File: src/hw/rtl/als_pkg.sv
package als_pkg;

   localparam int CSR_IDX_W = 4;
   localparam int CSR_DATA_W = 16;

   localparam logic [CSR_IDX_W-1:0] CSR_ENABLE  = 4'd0;
   localparam logic [CSR_IDX_W-1:0] CSR_TIMEOUT = 4'd1;

   localparam logic [15:0] TIMEOUT_RESET = 16'd1000;

   localparam logic [11:0] ST_READY_HI = 12'hff0;
   localparam logic [15:0] ST_UNLOCK   = 16'h0655;
   localparam logic [7:0]  ST_WREG_HI  = 8'h4b;
   localparam logic [15:0] ST_WAKEUP   = 16'h0033;
   localparam logic [15:0] ST_LOCK     = 16'h0555;

   localparam logic [4:0] BYTES_CMD   = 5'd4;
   localparam logic [4:0] BYTES_WREG  = 5'd24;
   localparam logic [4:0] BYTES_READ2 = 5'd12;
   localparam logic [4:0] BYTES_READ4 = 5'd20;

   localparam logic [3:0] WIDE_CHANNELS = 4'd2;

   typedef enum logic [2:0] {
      PH_STARTUP = 3'd0,
      PH_UNLOCK  = 3'd1,
      PH_CONFIG  = 3'd2,
      PH_WAKEUP  = 3'd3,
      PH_LOCK    = 3'd4,
      PH_RUN     = 3'd5
   } phase_type;

   typedef enum logic [2:0] {
      K_NULL   = 3'd0,
      K_UNLOCK = 3'd1,
      K_WREG   = 3'd2,
      K_WAKEUP = 3'd3,
      K_LOCK   = 3'd4,
      K_READ   = 3'd5
   } cmd_type;

   typedef struct packed {
      logic        block_enable;
      logic [15:0] timeout_us;
   } cfg_type;

   typedef struct packed {
      logic        xfer_done;
      logic [15:0] status_word;
      logic [23:0] raw_ch0;
      logic [23:0] raw_ch1;
      logic [23:0] raw_ch2;
      logic [23:0] raw_ch3;
      logic        ready_pin_n;
      logic [15:0] elapsed_us;
      logic        sink_full;
   } req_type;

   typedef struct packed {
      logic               send_command;
      logic [2:0]         command_kind;
      logic [4:0]         transfer_bytes;
      logic               sample_valid;
      logic               sample_lost;
      logic signed [23:0] sample0;
      logic signed [23:0] sample1;
      logic signed [23:0] sample2;
      logic signed [23:0] sample3;
      logic [2:0]         phase_now;
      logic [31:0]        samples_taken;
      logic [31:0]        samples_dropped;
   } rsp_type;

   function automatic cmd_type cmd_of(input phase_type ph);
      cmd_type k;
      unique case (ph)
         PH_UNLOCK: k = K_UNLOCK;
         PH_CONFIG: k = K_WREG;
         PH_WAKEUP: k = K_WAKEUP;
         PH_LOCK:   k = K_LOCK;
         PH_RUN:    k = K_READ;
         default:   k = K_NULL;
      endcase
      return k;
   endfunction

   function automatic logic [4:0] bytes_of(input phase_type ph, input logic wide);
      logic [4:0] b;
      unique case (ph)
         PH_CONFIG: b = BYTES_WREG;
         PH_RUN:    b = wide ? BYTES_READ4 : BYTES_READ2;
         default:   b = BYTES_CMD;
      endcase
      return b;
   endfunction

endpackage

File: src/hw/rtl/adc_link_bringup_and_sampler.sv
// A req beat goes into the input reg; its rsp beat is then offered from the result reg.
// Throughput: one poll per cycle unless rsp stalls; the decode fits between the two registers.
// A valid rsp beat holds in the result register while rsp_stall is high; req_stall
// rises only when both registers are full and the result is stalled.
// Reset (synchronous, active high): phase startup, channel count, idle timer and
// counters cleared, block disabled, timeout 1000 us.
module adc_link_bringup_and_sampler (
   input  logic                            clock,
   input  logic                            reset,
   input  logic                            req_valid,
   output logic                            req_stall,
   input  als_pkg::req_type                req_data,
   output logic                            rsp_valid,
   input  logic                            rsp_stall,
   output als_pkg::rsp_type                rsp_data,
   input  logic                            csr_valid,
   output logic                            csr_ready,
   input  logic [als_pkg::CSR_IDX_W-1:0]   csr_index,
   input  logic [als_pkg::CSR_DATA_W-1:0]  csr_wdata
);

   als_pkg::cfg_type cfg;
   als_pkg::req_type item_ff;
   als_pkg::rsp_type result;
   als_pkg::rsp_type rsp_ff;
   logic             in_valid_ff, in_valid_in;
   logic             rsp_valid_ff, rsp_valid_in;
   logic             out_open;
   logic             step;
   logic             load;

   als_csr u_csr (
      .clock     (clock),
      .reset     (reset),
      .csr_valid (csr_valid),
      .csr_ready (csr_ready),
      .csr_index (csr_index),
      .csr_wdata (csr_wdata),
      .cfg       (cfg)
   );

   als_core u_core (
      .clock  (clock),
      .reset  (reset),
      .step   (step),
      .cfg    (cfg),
      .item   (item_ff),
      .result (result)
   );

   assign out_open     = !rsp_valid_ff || !rsp_stall;
   assign step         = in_valid_ff && out_open;
   assign req_stall    = in_valid_ff && !out_open;
   assign load         = req_valid && !req_stall;
   assign in_valid_in  = load || (in_valid_ff && !step);
   assign rsp_valid_in = step || (rsp_valid_ff && rsp_stall);

   always_ff @(posedge clock) begin
      if (reset) begin
         in_valid_ff  <= 1'b0;
         rsp_valid_ff <= 1'b0;
      end else begin
         in_valid_ff  <= in_valid_in;
         rsp_valid_ff <= rsp_valid_in;
      end
   end

   always_ff @(posedge clock) begin
      if (load) begin
         item_ff <= req_data;
      end
      if (step) begin
         rsp_ff <= result;
      end
   end

   assign rsp_valid = rsp_valid_ff;
   assign rsp_data  = rsp_ff;

endmodule

File: src/hw/rtl/als_csr.sv
module als_csr (
   input  logic                            clock,
   input  logic                            reset,
   input  logic                            csr_valid,
   output logic                            csr_ready,
   input  logic [als_pkg::CSR_IDX_W-1:0]   csr_index,
   input  logic [als_pkg::CSR_DATA_W-1:0]  csr_wdata,
   output als_pkg::cfg_type                cfg
);

   logic        enable_ff, enable_in;
   logic [15:0] timeout_ff, timeout_in;

   assign csr_ready = 1'b1;

   always_comb begin
      enable_in  = enable_ff;
      timeout_in = timeout_ff;
      if (csr_valid) begin
         unique case (csr_index)
            als_pkg::CSR_ENABLE:  enable_in  = csr_wdata[0];
            als_pkg::CSR_TIMEOUT: timeout_in = csr_wdata[15:0];
            default: ;
         endcase
      end
   end

   always_ff @(posedge clock) begin
      if (reset) begin
         enable_ff  <= 1'b0;
         timeout_ff <= als_pkg::TIMEOUT_RESET;
      end else begin
         enable_ff  <= enable_in;
         timeout_ff <= timeout_in;
      end
   end

   assign cfg.block_enable = enable_ff;
   assign cfg.timeout_us   = timeout_ff;

endmodule

File: src/hw/rtl/als_core.sv
module als_core (
   input  logic             clock,
   input  logic             reset,
   input  logic             step,
   input  als_pkg::cfg_type cfg,
   input  als_pkg::req_type item,
   output als_pkg::rsp_type result
);

   als_pkg::phase_type phase_ff, phase_in;
   logic [3:0]         chan_ff, chan_in;
   logic [15:0]        idle_ff, idle_in;
   logic [31:0]        taken_ff, taken_in;
   logic [31:0]        dropped_ff, dropped_in;

   logic [16:0]        idle_sum;
   logic [15:0]        idle_sat;
   logic               wide;
   logic               issue;

   assign idle_sum = {1'b0, idle_ff} + {1'b0, item.elapsed_us};
   assign idle_sat = idle_sum[16] ? 16'hffff : idle_sum[15:0];
   assign wide     = chan_ff > als_pkg::WIDE_CHANNELS;

   always_comb begin
      phase_in   = phase_ff;
      chan_in    = chan_ff;
      idle_in    = idle_ff;
      taken_in   = taken_ff;
      dropped_in = dropped_ff;
      issue      = 1'b0;
      result     = '0;
      if (cfg.block_enable) begin
         unique case (phase_ff)
            als_pkg::PH_UNLOCK: begin
               issue = 1'b1;
               if (item.xfer_done && item.status_word == als_pkg::ST_UNLOCK) begin
                  phase_in = als_pkg::PH_CONFIG;
                  idle_in  = '0;
               end
            end
            als_pkg::PH_CONFIG: begin
               issue = 1'b1;
               if (item.xfer_done && item.status_word[15:8] == als_pkg::ST_WREG_HI) begin
                  phase_in = als_pkg::PH_WAKEUP;
                  idle_in  = '0;
               end
            end
            als_pkg::PH_WAKEUP: begin
               issue = 1'b1;
               if (item.xfer_done && item.status_word == als_pkg::ST_WAKEUP) begin
                  phase_in = als_pkg::PH_LOCK;
                  idle_in  = '0;
               end
            end
            als_pkg::PH_LOCK: begin
               issue = 1'b1;
               if (item.xfer_done && item.status_word == als_pkg::ST_LOCK) begin
                  phase_in = als_pkg::PH_RUN;
                  idle_in  = '0;
               end
            end
            als_pkg::PH_RUN: begin
               if (item.xfer_done) begin
                  if (item.sink_full) begin
                     dropped_in         = dropped_ff + 32'd1;
                     result.sample_lost = 1'b1;
                  end else begin
                     taken_in            = taken_ff + 32'd1;
                     result.sample_valid = 1'b1;
                     result.sample0      = $signed(item.raw_ch0);
                     result.sample1      = $signed(item.raw_ch1);
                     if (wide) begin
                        result.sample2 = $signed(item.raw_ch2);
                        result.sample3 = $signed(item.raw_ch3);
                     end
                  end
               end
               if (!item.ready_pin_n) begin
                  idle_in = '0;
                  issue   = 1'b1;
               end else if (idle_sat >= cfg.timeout_us) begin
                  phase_in = als_pkg::PH_UNLOCK;
                  idle_in  = '0;
                  issue    = 1'b1;
               end else begin
                  idle_in = idle_sat;
               end
            end
            default: begin
               issue = 1'b1;
               if (item.xfer_done && item.status_word[15:4] == als_pkg::ST_READY_HI) begin
                  chan_in  = item.status_word[3:0];
                  phase_in = als_pkg::PH_UNLOCK;
                  idle_in  = '0;
               end else begin
                  phase_in = als_pkg::PH_STARTUP;
               end
            end
         endcase
      end
      if (issue) begin
         result.send_command   = 1'b1;
         result.command_kind   = als_pkg::cmd_of(phase_in);
         result.transfer_bytes = als_pkg::bytes_of(phase_in, wide);
      end
      result.phase_now       = phase_in;
      result.samples_taken   = taken_in;
      result.samples_dropped = dropped_in;
   end

   always_ff @(posedge clock) begin
      if (reset) begin
         phase_ff   <= als_pkg::PH_STARTUP;
         chan_ff    <= '0;
         idle_ff    <= '0;
         taken_ff   <= '0;
         dropped_ff <= '0;
      end else if (step) begin
         phase_ff   <= phase_in;
         chan_ff    <= chan_in;
         idle_ff    <= idle_in;
         taken_ff   <= taken_in;
         dropped_ff <= dropped_in;
      end
   end

endmodule

File: config.mk
export PLATFORM = sky130hd
export DESIGN_NAME = adc_link_bringup_and_sampler
export DESIGN_NICKNAME = d
export VERILOG_FILES = /design/src/hw/rtl/als_pkg.sv /design/src/hw/rtl/adc_link_bringup_and_sampler.sv /design/src/hw/rtl/als_csr.sv /design/src/hw/rtl/als_core.sv
export SDC_FILE = /design/constraint.sdc
export NUM_CORES = 1
export LEC_CHECK = 0
export ABC_CLOCK_PERIOD_IN_PS = 9000
export BUFFER_PORTS_ARGS = -buffer_cell sky130_fd_sc_hd__buf_2
export CORE_ASPECT_RATIO = 0.6
export CORE_MARGIN = 2
export CORE_UTILIZATION = 35
export CTS_CLUSTER_DIAMETER = 60
export DETAILED_ROUTE_END_ITERATION = 10
export SKIP_CTS_REPAIR_TIMING = 1
export SYNTH_ARGS = -nofsm -noshare
export SYNTH_HDL_FRONTEND = slang
export SYNTH_SLANG_ARGS = --single-unit
File: constraint.sdc
create_clock -name clock -period 9 [get_ports clock]
set_input_delay 0 -clock clock [delete_from_list [all_inputs] [get_ports clock]]
set_output_delay 0 -clock clock [all_outputs]
set_load 0.01 [all_outputs]
**After elaboration in Yosys (flattened, before gate mapping)**

Cells that the tools add are included.
W data, S select, Z words.

- Reductions and logical operators: 28
- Bitwise logic cells: 5
- Shift-type cells: 0
- Muxes and demuxes: 36
- $mul: 0
- Equality and inequality tests: 20
- Add/sub/neg operators: 3
- Div/mod/pow operators: 0
- Magnitude comparators: 2

Operators with widths:

| operator | count |
|---|---|
| $mux W32 | 8 |
| $mux W16 | 8 |
| $pmux W16 S5 | 1 |
| $add A32 B1 Y32 const B | 2 |
| $eq A16 B11 Y1 const B | 2 |
| $pmux W3 S5 | 2 |
| $mux W3 | 7 |
| $add A16 B16 Y17 | 1 |
| $eq A16 B6 Y1 const B | 1 |
| $ge A16 B16 Y1 | 1 |
| $eq A12 B12 Y1 const B | 1 |
| $eq A3 B2 Y1 const B | 4 |
| $eq A3 B3 Y1 const B | 4 |
| $logic_and A1 B1 Y1 | 10 |
| $pmux W5 S2 | 1 |
| $reduce_or A5 Y1 | 2 |
| $mux W9 | 1 |
| $eq A8 B7 Y1 const B | 1 |
| $ne A2 B1 Y1 const B | 4 |
| $mux W1 | 7 |
| $reduce_and A7 Y1 | 1 |
| $eq A3 B1 Y1 const B | 2 |
| $reduce_bool A6 Y1 | 1 |
| $logic_not A1 Y1 | 5 |
| other kinds (10) | 17 |

- Input bits: 156
- Memory bits (writable): 0
- Register bits after elaboration: 411
- ROM bits: 0
- Output and inout port bits: 177
- Word-level logic and storage cells: 124
- Latch bits: 0
- Memories kept: 0

**Depth between registers and ports, before layout**

Gate-level depths: netlist of run 1.

- Word-level depth: 10
- Depth in mapped cells: 19
- Depth with buffers taken out: 16

**Hierarchy**

A second synthesis of run 1 with hierarchy kept.

- Cells, all modules: 1317
- Area total of the unflattened synthesis: 16831.1 um2

Modules (own cells, without submodules):

| module | times used | area an instance (um2) | cells an instance | seq. area each (um2) |
|---|---|---|---|---|
| adc_link_bringup_and_sampler | 1 | 9245.1 | 315 | 9198.8 |
| als_core | 1 | 6832.8 | 922 | 1741.7 |
| als_csr | 1 | 753.2 | 80 | 340.3 |

**Worst setup path before layout of run 1**

OpenSTA, ideal clock, no wires.

- Path type: register -> register
- Start point: register rsp_valid_ff (netlist: rsp_valid)
- End point: register item_ff[0] in the netlist's numbering, enable pin
- Data required time: 8.363 ns
- Buffers on the path: 0
- Library setup time: 0.637 ns
- Arrival: 6.359 ns
- Cell stages (with the launch flop): 3
- Slack: 2.004 ns
- Clock period less this slack: 6.996 ns
- Cells stage by stage: dfxtp_1 and3_1 nor2b_1

- Longest elaborated chain between the ends: 6

Ends and longest elaborated chain:

| item | RTL line | text |
|---|---|---|
| from (decl) | adc_link_bringup_and_sampler.sv:27 | `logic rsp_valid_ff, rsp_valid_in;` |
| from (signal assigned) | adc_link_bringup_and_sampler.sv:64 | `rsp_valid_ff <= rsp_valid_in;` |
| $logic_not A1 Y1 | adc_link_bringup_and_sampler.sv:51 | `assign out_open = !rsp_valid_ff \|\| !rsp_stall;` |
| $logic_or A1 B1 Y1 | adc_link_bringup_and_sampler.sv:51 |  |
| $logic_not A1 Y1 | adc_link_bringup_and_sampler.sv:53 | `assign req_stall = in_valid_ff && !out_open;` |
| $logic_and A1 B1 Y1 | adc_link_bringup_and_sampler.sv:53 |  |
| net req_stall | adc_link_bringup_and_sampler.sv:11 | `output logic req_stall,` |
| $logic_not A1 Y1 | adc_link_bringup_and_sampler.sv:54 | `assign load = req_valid && !req_stall;` |
| $logic_and A1 B1 Y1 | adc_link_bringup_and_sampler.sv:54 |  |
| net load | adc_link_bringup_and_sampler.sv:30 | `logic load;` |
| to (signal assigned) | adc_link_bringup_and_sampler.sv:70 | `item_ff <= req_data;` |
| to (decl) | adc_link_bringup_and_sampler.sv:23 | `als_pkg::req_type item_ff;` |

The timed path passes the listed nets, and every way through them passes these cells.
A chain may end at the register's enable or synchronous reset.

**Worst setup path in the final report of run 1**

- Start point: register item_ff[1] in the netlist's numbering
- End point: register u_core.idle_ff[15]

- Longest elaborated chain between the ends: 6

Ends and longest elaborated chain:

| item | RTL line | text |
|---|---|---|
| $add A16 B16 Y17 * | als_core.sv:21 | `assign idle_sum = {1'b0, idle_ff} + {1'b0, item.elapsed_us};` |
| $mux W16 * | als_core.sv:22 | `assign idle_sat = idle_sum[16] ? 16'hffff : idle_sum[15:0];` |
| $ge A16 B16 Y1 | als_core.sv:82 | `end else if (idle_sat >= cfg.timeout_us) begin` |
| $mux W16 * | als_core.sv:82 |  |
| $mux W16 * | als_core.sv:79 | `if (!item.ready_pin_n) begin` |
| $pmux W16 S5 * | als_core.sv:34 | `unique case (phase_ff)` |
| to (signal assigned) | als_core.sv:122 | `idle_ff <= idle_in;` |
| to (decl) | als_core.sv:12 | `logic [15:0] idle_ff, idle_in;` |

Every way passes the cells marked *; elsewhere a longest branch is shown, timed or not.

==> flow_metrics.py, run 1 <==
metrics = {
    "floorplan": {
        "pin_count": 333,
        "num_rows": 61,
        "core_region_area_um2": 46560,
        "dieArea_um2": 49300,
        "initial_core_util_pct": 35.70,
        "die_h_um": 172.8,
        "fp.dieW_um": 285.3,
    },
    "clock_network": {
        "tritoncts.num_buffers": 42,
        "clockBufferDepth": 3,
        "cts_sinks": 409,
        "clk_pin_slew_ps": 60,
        "clock_latency_ps": 560,
        "htreeDepth": 2,
        "tritoncts": "done",
        "cts-root-buf": "clkbuf_16",
    },
    "sta": {
        "fin_setup_tns_ps": 0,
        "finalSetupViolCount": 0,
        "rsz0062_at_grt": "false",
        "min_period_over_period_pct": 56.33,
        "fin_crit_ps": 5070,
        "fin_skew_ps": 31.53,
        "hold_viol": 0,
        "finalMaxSlewViolations": 0,
        "fmax_ghz": 0.1972,
        "worst_pin_slew_ps": 1182,
        "fin_ws_ps": 3930,
        "timing.hold.ws_ps": 138.8,
        "slew_headroom_pct": 20.91,
    },
    "critical_path": {
        "crit_chain": "ha_1, fa_1, a211oi_1, o21ai_0, and3b_1, o21ai_1, a21oi_1, or4_1, ha_1, o21ai_0, o21bai_1, o21bai_1, o211ai_1, nor3_1, and3_1, a22o_1",
        "r2r_start": "item_ff[1]$_DFFE_PP_",
        "path_class": "register to register",
        "critical_path.top_delay_family": "simple AND/OR/NAND/NOR gates",
        "ff2ff_path_depth": 16,
        "slowest_stage": "and3_1",
        "max_stage_delay_ps": 630,
        "cp-start-kind": "register",
        "crit_path_end_kind": "register",
        "r2r_slack_ps": 3930,
        "worst_ep_required_time_ps": 9480,
        "r2r-end": "u_core.idle_ff[15]$_SDFFE_PP0P_",
        "cp.buffers_inverters": 0,
        "critPathArrivalTime_ps": 5550,
        "cp_max_fo": 15,
    },
    "hold_path": {
        "hold_end": "item_ff[45]$_DFFE_PP_",
        "hold_path_class": "input pin to register",
        "hp-start": "req_data[45]",
        "hold_depth": 2,
    },
    "synthesis": {
        "async_flop_share_pct": 0,
        "yosys.area_share.simple_pct": 15.09,
        "synth_edf_count": 303,
        "synth-adder-area-share_pct": 2.680,
        "ys_ff_latch": 409,
        "synth_top_cell_by_area": "edfxtp_1",
        "synth_area_um2": 16620,
        "synth_top_family_by_area": "simple AND/OR/NAND/NOR gates",
        "ys.flop_type": "edfxtp_1",
        "synth.area.top_cells": "edfxtp_1, dfxtp_1, xnor2_1, xor2_1, and3_1",
        "synth_most_common_cell": "edfxtp_1",
        "syn-instance-count": 1280,
        "syn_avg_cell_area_um2": 12.98,
        "synthXorXnorAreaFrac_pct": 6.218,
        "yosysSeqAreaShare_pct": 67.51,
        "synth_cell_types": 70,
        "yosysWarnings": 0,
        "synth_commonest_cells": "edfxtp_1, dfxtp_1, nor2_1",
        "synth-compound-area-share_pct": 5.925,
        "synth_top_area_share_pct": 54.75,
        "synth.area.mux_share_pct": 0.4366,
    },
    "detailed_routing": {
        "avgViaCountPerCell": 4.771,
        "vias": 11570,
        "firstDrtPassIters": 5,
        "avgRoutedWirePerCell_um": 16.47,
        "post-route-drc-count": 0,
        "drtIter0Drc": 762,
        "ant_nets": 0,
        "wirelength_mm": 39.93,
    },
    "outcome": {
        "status": "completed",
    },
    "layout": {
        "final_area_um2": 21850,
        "final_layout_size_suffix_gt1_share_pct": 23.87,
        "final_util_pct": 46.93,
        "layout.nets": 1951,
        "synthToLayoutAreaGrowth_pct": 31.46,
    },
    "placement": {
        "place_area_um2": 18900,
        "place_congestion": 0.8166,
        "hpwl_mm": 26.64,
        "pre_cts_ws_ps": 3987,
        "io_buffer_count": 329,
    },
    "grt": {
        "antenna_found_initial": 1,
        "overflow": 0,
        "grt_start_max_net_pins": 131,
        "grt_use_total_pct": 15.28,
        "grt_pass1_vias": 10740,
        "grt_pass1_wl_mm": 60.34,
    },
    "power": {
        "power_density_nw_per_um2": 189.0,
        "p_leak_nw": 8.428,
        "ir_worst_vdd_uv": 137.0,
    },
    "run": {
        "maxCapViolCount": 0,
    },
}
==> final cells by class <==
class | count | area (um2)
Fill cell | 4227 | 24710
Sequential cell | 409 | 11220
Multi-Input combinational cell | 786 | 5065
Timing Repair Buffer | 490 | 3238
Clock buffer | 51 | 1105
Tap cell | 630 | 788.3
Clock inverter | 26 | 305.3
Inverter | 31 | 123.9
Antenna cell | 1 | 2.502
==> sequential cells by signal, summed over array words and instances (netlist names) <==
name and count:
in_valid_ff 1, item_ff 131, rsp_data 172, rsp_valid 1
u_core.chan_ff 4, u_core.dropped_ff 32, u_core.idle_ff 16, u_core.phase_ff 3
u_core.taken_ff 32, u_csr.enable_ff 1, u_csr.timeout_ff 16
==> cell families after synthesis <==
group                      after synthesis
AOI/OAI and AO/OA                      152
xor gates and xnor gates               118
adders and majority gates               35
buffers and inverters                   86
DFF                                    409
muxes                                    7
other                                    2
and+or+nand+nor                        471
==> layer usage <==
| metal | vias up | wire length [um] | GRT usage (%) |
|---|---|---|---|
| met2 | 303 | 18570 | 23.80 |
| met5 | - | 0 | 0 |
| met3 | 50 | 2484 | 4.987 |
| met1 | 5600 | 18300 | 20.96 |
| li1 | 5613 | - | - |
| met4 | 0 | 574 | 2.967 |
==> power by group <==
| group | internal [W] | total (W) | switching (W) | leakage, nW |
|---|---|---|---|---|
| registers | 0.00210 | 0.00212 | 0.0000225 | 3.65 |
| clock network | 0.00101 | 0.00177 | 0.000764 | 0.671 |
| logic | 0.000108 | 0.000235 | 0.000127 | 4.11 |
| total | 0.00322 | 0.00413 | 0.000913 | 8.43 |
==> layout by cell type, fill, tap and decap left out, types with 4 or more instances in the layout <==
master,netlist,layout
nor2b_1,6,5
a22o_1,15,15
buf_2,7,329
nor2_1,106,106
and2_1,58,58
clkinvlp_4,0,6
a21oi_1,41,41
clkbuf_1,43,7
or2_2,5,5
nand2_1,89,89
mux2i_1,5,5
dfxtp_1,106,106
nand3_1,32,32
or4_1,4,4
xor2_1,59,59
nor3_1,22,22
o22ai_1,4,4
nand4_1,26,26
xnor2_1,59,59
a211oi_1,9,9
nor4_1,6,6
and3_1,68,67
nand2b_1,5,5
a21o_1,8,8
ha_1,34,34
a31oi_1,8,8
clkbuf_16,0,42
o21ai_0,33,33
or3_1,14,14
edfxtp_1,303,303
inv_1,29,29
dlygate4sd3_1,0,153
bufinv_16,0,4
o211ai_1,11,11
buf_4,4,8
clkinv_2,0,7
and4_1,6,6
==> per-stage QoR <==
step | power, W | std cells
after floorplan | 0.002255 | 1281
after global placement | 0.002343 | 2193
after detailed placement | 0.002348 | 2193
after CTS | 0.004125 | 2270
after global routing | 0.004293 | 2424
final | 0.004129 | 2424
==> how the worst max path moves through the flow <==
| stage | startpoint | end | slack, ps | cells after the start |
|---|---|---|---|---|
| floorplan | rsp_valid$_SDFF_PP0_ | item_ff[0]$_DFFE_PP_ | 2000 | 2 |
| global route | item_ff[1]$_DFFE_PP_ | u_core.idle_ff[11]$_SDFFE_PP0P_ | 3420 | 16 |
| CTS | item_ff[1]$_DFFE_PP_ | u_core.idle_ff[6]$_SDFFE_PP0P_ | 3960 | 16 |
| detailed placement | item_ff[1]$_DFFE_PP_ | u_core.idle_ff[8]$_SDFFE_PP0P_ | 3990 | 16 |
| global placement | item_ff[1]$_DFFE_PP_ | u_core.idle_ff[11]$_SDFFE_PP0P_ | 4150 | 16 |
| finish | item_ff[1]$_DFFE_PP_ | u_core.idle_ff[15]$_SDFFE_PP0P_ | 3930 | 16 |
(Power assumes the default switching activity.)
==> run 2: changes to the inputs <==
--- a/config.mk
+++ b/config.mk
@@ -5,7 +5,7 @@
 export SDC_FILE = /design/constraint.sdc
 export NUM_CORES = 1
 export LEC_CHECK = 0
-export ABC_CLOCK_PERIOD_IN_PS = 9000
+export ABC_CLOCK_PERIOD_IN_PS = 4460
 export BUFFER_PORTS_ARGS = -buffer_cell sky130_fd_sc_hd__buf_2
 export CORE_ASPECT_RATIO = 0.6
 export CORE_MARGIN = 2
==> constraint.sdc (replaced) <==
create_clock -name clock -period 4.46 [get_ports clock]
set_input_delay 0 -clock clock [delete_from_list [all_inputs] [get_ports clock]]
set_output_delay 0 -clock clock [all_outputs]
set_load 0.01 [all_outputs]
==> run 2 against run 1 <==
Net effect:
- the flow now finishes with violations (hold timing)
- total power increased by 100%
- sequential share of layout area down 0.19 points
- routed wire length up 3.1%
- core utilization is 0.18 points higher
- setup slack lost 3700 ps
- design area up 0.38%
- critical endpoint is now u_core.idle_ff[2]$_SDFFE_PP0P_
- largest power group unchanged
==> flow_metrics.py, run 2 (synthesis results as in run 1) <==
metrics = {
    "critical_path": {
        "ff2ff_path_depth": 18,
        "crit_path_end_kind": "register",
        "cp-start-kind": "register",
        "worst_ep_required_time_ps": 4950,
        "path_class": "register to register",
        "cp_max_fo": 15,
        "critPathArrivalTime_ps": 4720,
        "r2r_slack_ps": 230,
    },
    "clock_network": {
        "clock_latency_ps": 550,
        "cts-root-buf": "clkbuf_16",
        "htreeDepth": 2,
        "clockBufferDepth": 3,
        "clk_pin_slew_ps": 60,
        "tritoncts.num_buffers": 40,
        "cts_sinks": 409,
        "tritoncts": "done",
    },
    "sta": {
        "finalMaxSlewViolations": 0,
        "fmax_ghz": 0.2361,
        "min_period_over_period_pct": 94.95,
        "hold_viol": 1,
        "fin_skew_ps": 12.37,
        "fin_crit_ps": 4235,
        "worst_pin_slew_ps": 1199,
        "finalSetupViolCount": 0,
        "timing.hold.ws_ps": -26.39,
        "slew_headroom_pct": 19.79,
    },
    "power": {
        "p_leak_nw": 8.497,
        "internal_power_w": 0.006452,
        "pwr-share-seq_pct": 52.0,
        "switchingPower_w": 0.001788,
        "p_clk_share_pct": 42.1,
        "power_density_nw_per_um2": 375.7,
        "comb_power_share_pct": 5.9,
        "netSwitchingFraction_pct": 21.69,
        "ir_worst_vdd_uv": 342.6,
    },
    "grt": {
        "grt_pass1_vias": 10800,
        "overflow": 0,
        "grt_start_max_net_pins": 101,
        "antenna_found_initial": 1,
        "grt_use_total_pct": 15.74,
        "grt_pass1_wl_mm": 61.65,
    },
    "layout": {
        "synthToLayoutAreaGrowth_pct": 31.96,
        "multiInputGateArea_um2": 5105,
        "final_area_um2": 21930,
        "final_util_pct": 47.11,
        "n_fill_cell": 4147,
        "layout_common_cells": "buf_2, edfxtp_1, dlygate4sd3_1",
        "ff_latch_area_um2": 11220,
        "final_layout_size_suffix_gt1_share_pct": 24.65,
        "final_common_cell": "buf_2",
        "largest_reg_flops": 172,
        "layout.nets": 1962,
    },
    "floorplan": {
        "pin_count": 333,
        "num_rows": 61,
        "fp.dieW_um": 285.3,
        "initial_core_util_pct": 35.70,
        "die_h_um": 172.8,
        "dieArea_um2": 49300,
        "core_region_area_um2": 46560,
    },
    "run": {
        "maxCapViolCount": 0,
    },
    "outcome": {
        "failed_checks": "hold timing",
        "status": "complete, but fails checks",
    },
    "detailed_routing": {
        "wirelength_mm": 41.18,
        "firstDrtPassIters": 5,
        "post-route-drc-count": 0,
        "avgRoutedWirePerCell_um": 16.93,
        "avgViaCountPerCell": 4.733,
        "drtIter0Drc": 708,
        "vias": 11510,
        "ant_nets": 0,
    },
    "placement": {
        "io_buffer_count": 329,
        "hpwl_mm": 27.16,
        "place_congestion": 0.8359,
        "place_area_um2": 19050,
    },
    "hold_path": {
        "hold_depth": 5,
        "hold_path_class": "input pin to register",
    },
}
-- run 2: changes by cell type in the layout (fill, tap and decap cells not counted), sizes merged --
| cell | before | now |
|---|---|---|
| buf | 337 | 352 |
| clkbuf | 51 | 54 |
| clkinv | 15 | 11 |
| clkinvlp | 6 | 2 |
| dlygate4sd3 | 153 | 151 |
-- run 2: per-layer routing --
layer  GRT usage, %  wire length, um
met1          21.80            18810
met2          23.57            18480
met3          5.396             3043
met4          4.123              855
met5              0                0
-- run 2: cell type report --
class / count / share of cell area [%]
repair buffers: 503 / 15.36
diodes: 1 / 0.01141
multi-input cells: 786 / 23.28
flip-flops and latches: 409 / 51.16
clock inverters: 18 / 0.9870
clock buffers: 54 / 5.043
well taps: 630 / 3.594
inverters: 31 / 0.5648
-- run 2: worst paths after layout --
path,start,end
hold reg to reg,u_csr.timeout_ff[14]$_SDFFE_PP0P_,u_csr.timeout_ff[14]$_SDFFE_PP0P_
hold / removal,csr_index[2],u_csr.enable_ff$_SDFFE_PP0P_
setup / recovery,item_ff[1]$_DFFE_PP_,u_core.idle_ff[2]$_SDFFE_PP0P_
setup reg to reg,item_ff[1]$_DFFE_PP_,u_core.idle_ff[2]$_SDFFE_PP0P_
-- run 2: power by group through the flow --
stage	combinational (W)	clock, W	sequential (W)
3_5_place_dp	0.000382	0	0.00437
5_1_grt	0.000532	0.00371	0.00430
6_report	0.000489	0.00347	0.00428
4_1_cts	0.000383	0.00356	0.00428
2_1_floorplan	0.000124	0	0.00441
3_3_place_gp	0.000380	0	0.00436
-- run 2: metrics by stage --
stage / power [W] / setup TNS, ps / setup slack, ps / hold slack [ps] / std cells
global placement: 0.004742 / -268.7 / -19.83 / 176.8 / 2208
floorplan: 0.004535 / 0 / 11.49 / 98.87 / 1281
CTS: 0.008229 / -1872 / -116.4 / -408.1 / 2280
finish: 0.008240 / 0 / 225.3 / -26.39 / 2432
global route: 0.008538 / -634.1 / -53.40 / 14.86 / 2432
detailed placement: 0.004748 / -1290 / -80.31 / 178.1 / 2208
-- run 2: worst max-delay path: stages, from the launching register on --
cell,delay (ps)
edfxtp_1,370
ha_1,250
fa_2,380
a211oi_2,310
o21ai_2,130
and3b_1,190
o21ai_1,170
a21oi_1,120
or4_4,570
ha_1,300
o21ai_0,150
o21bai_1,90
o21bai_1,130
o211ai_1,110
buf_4,170
nor3_4,230
and3_4,230
buf_12,140
a22o_1,140
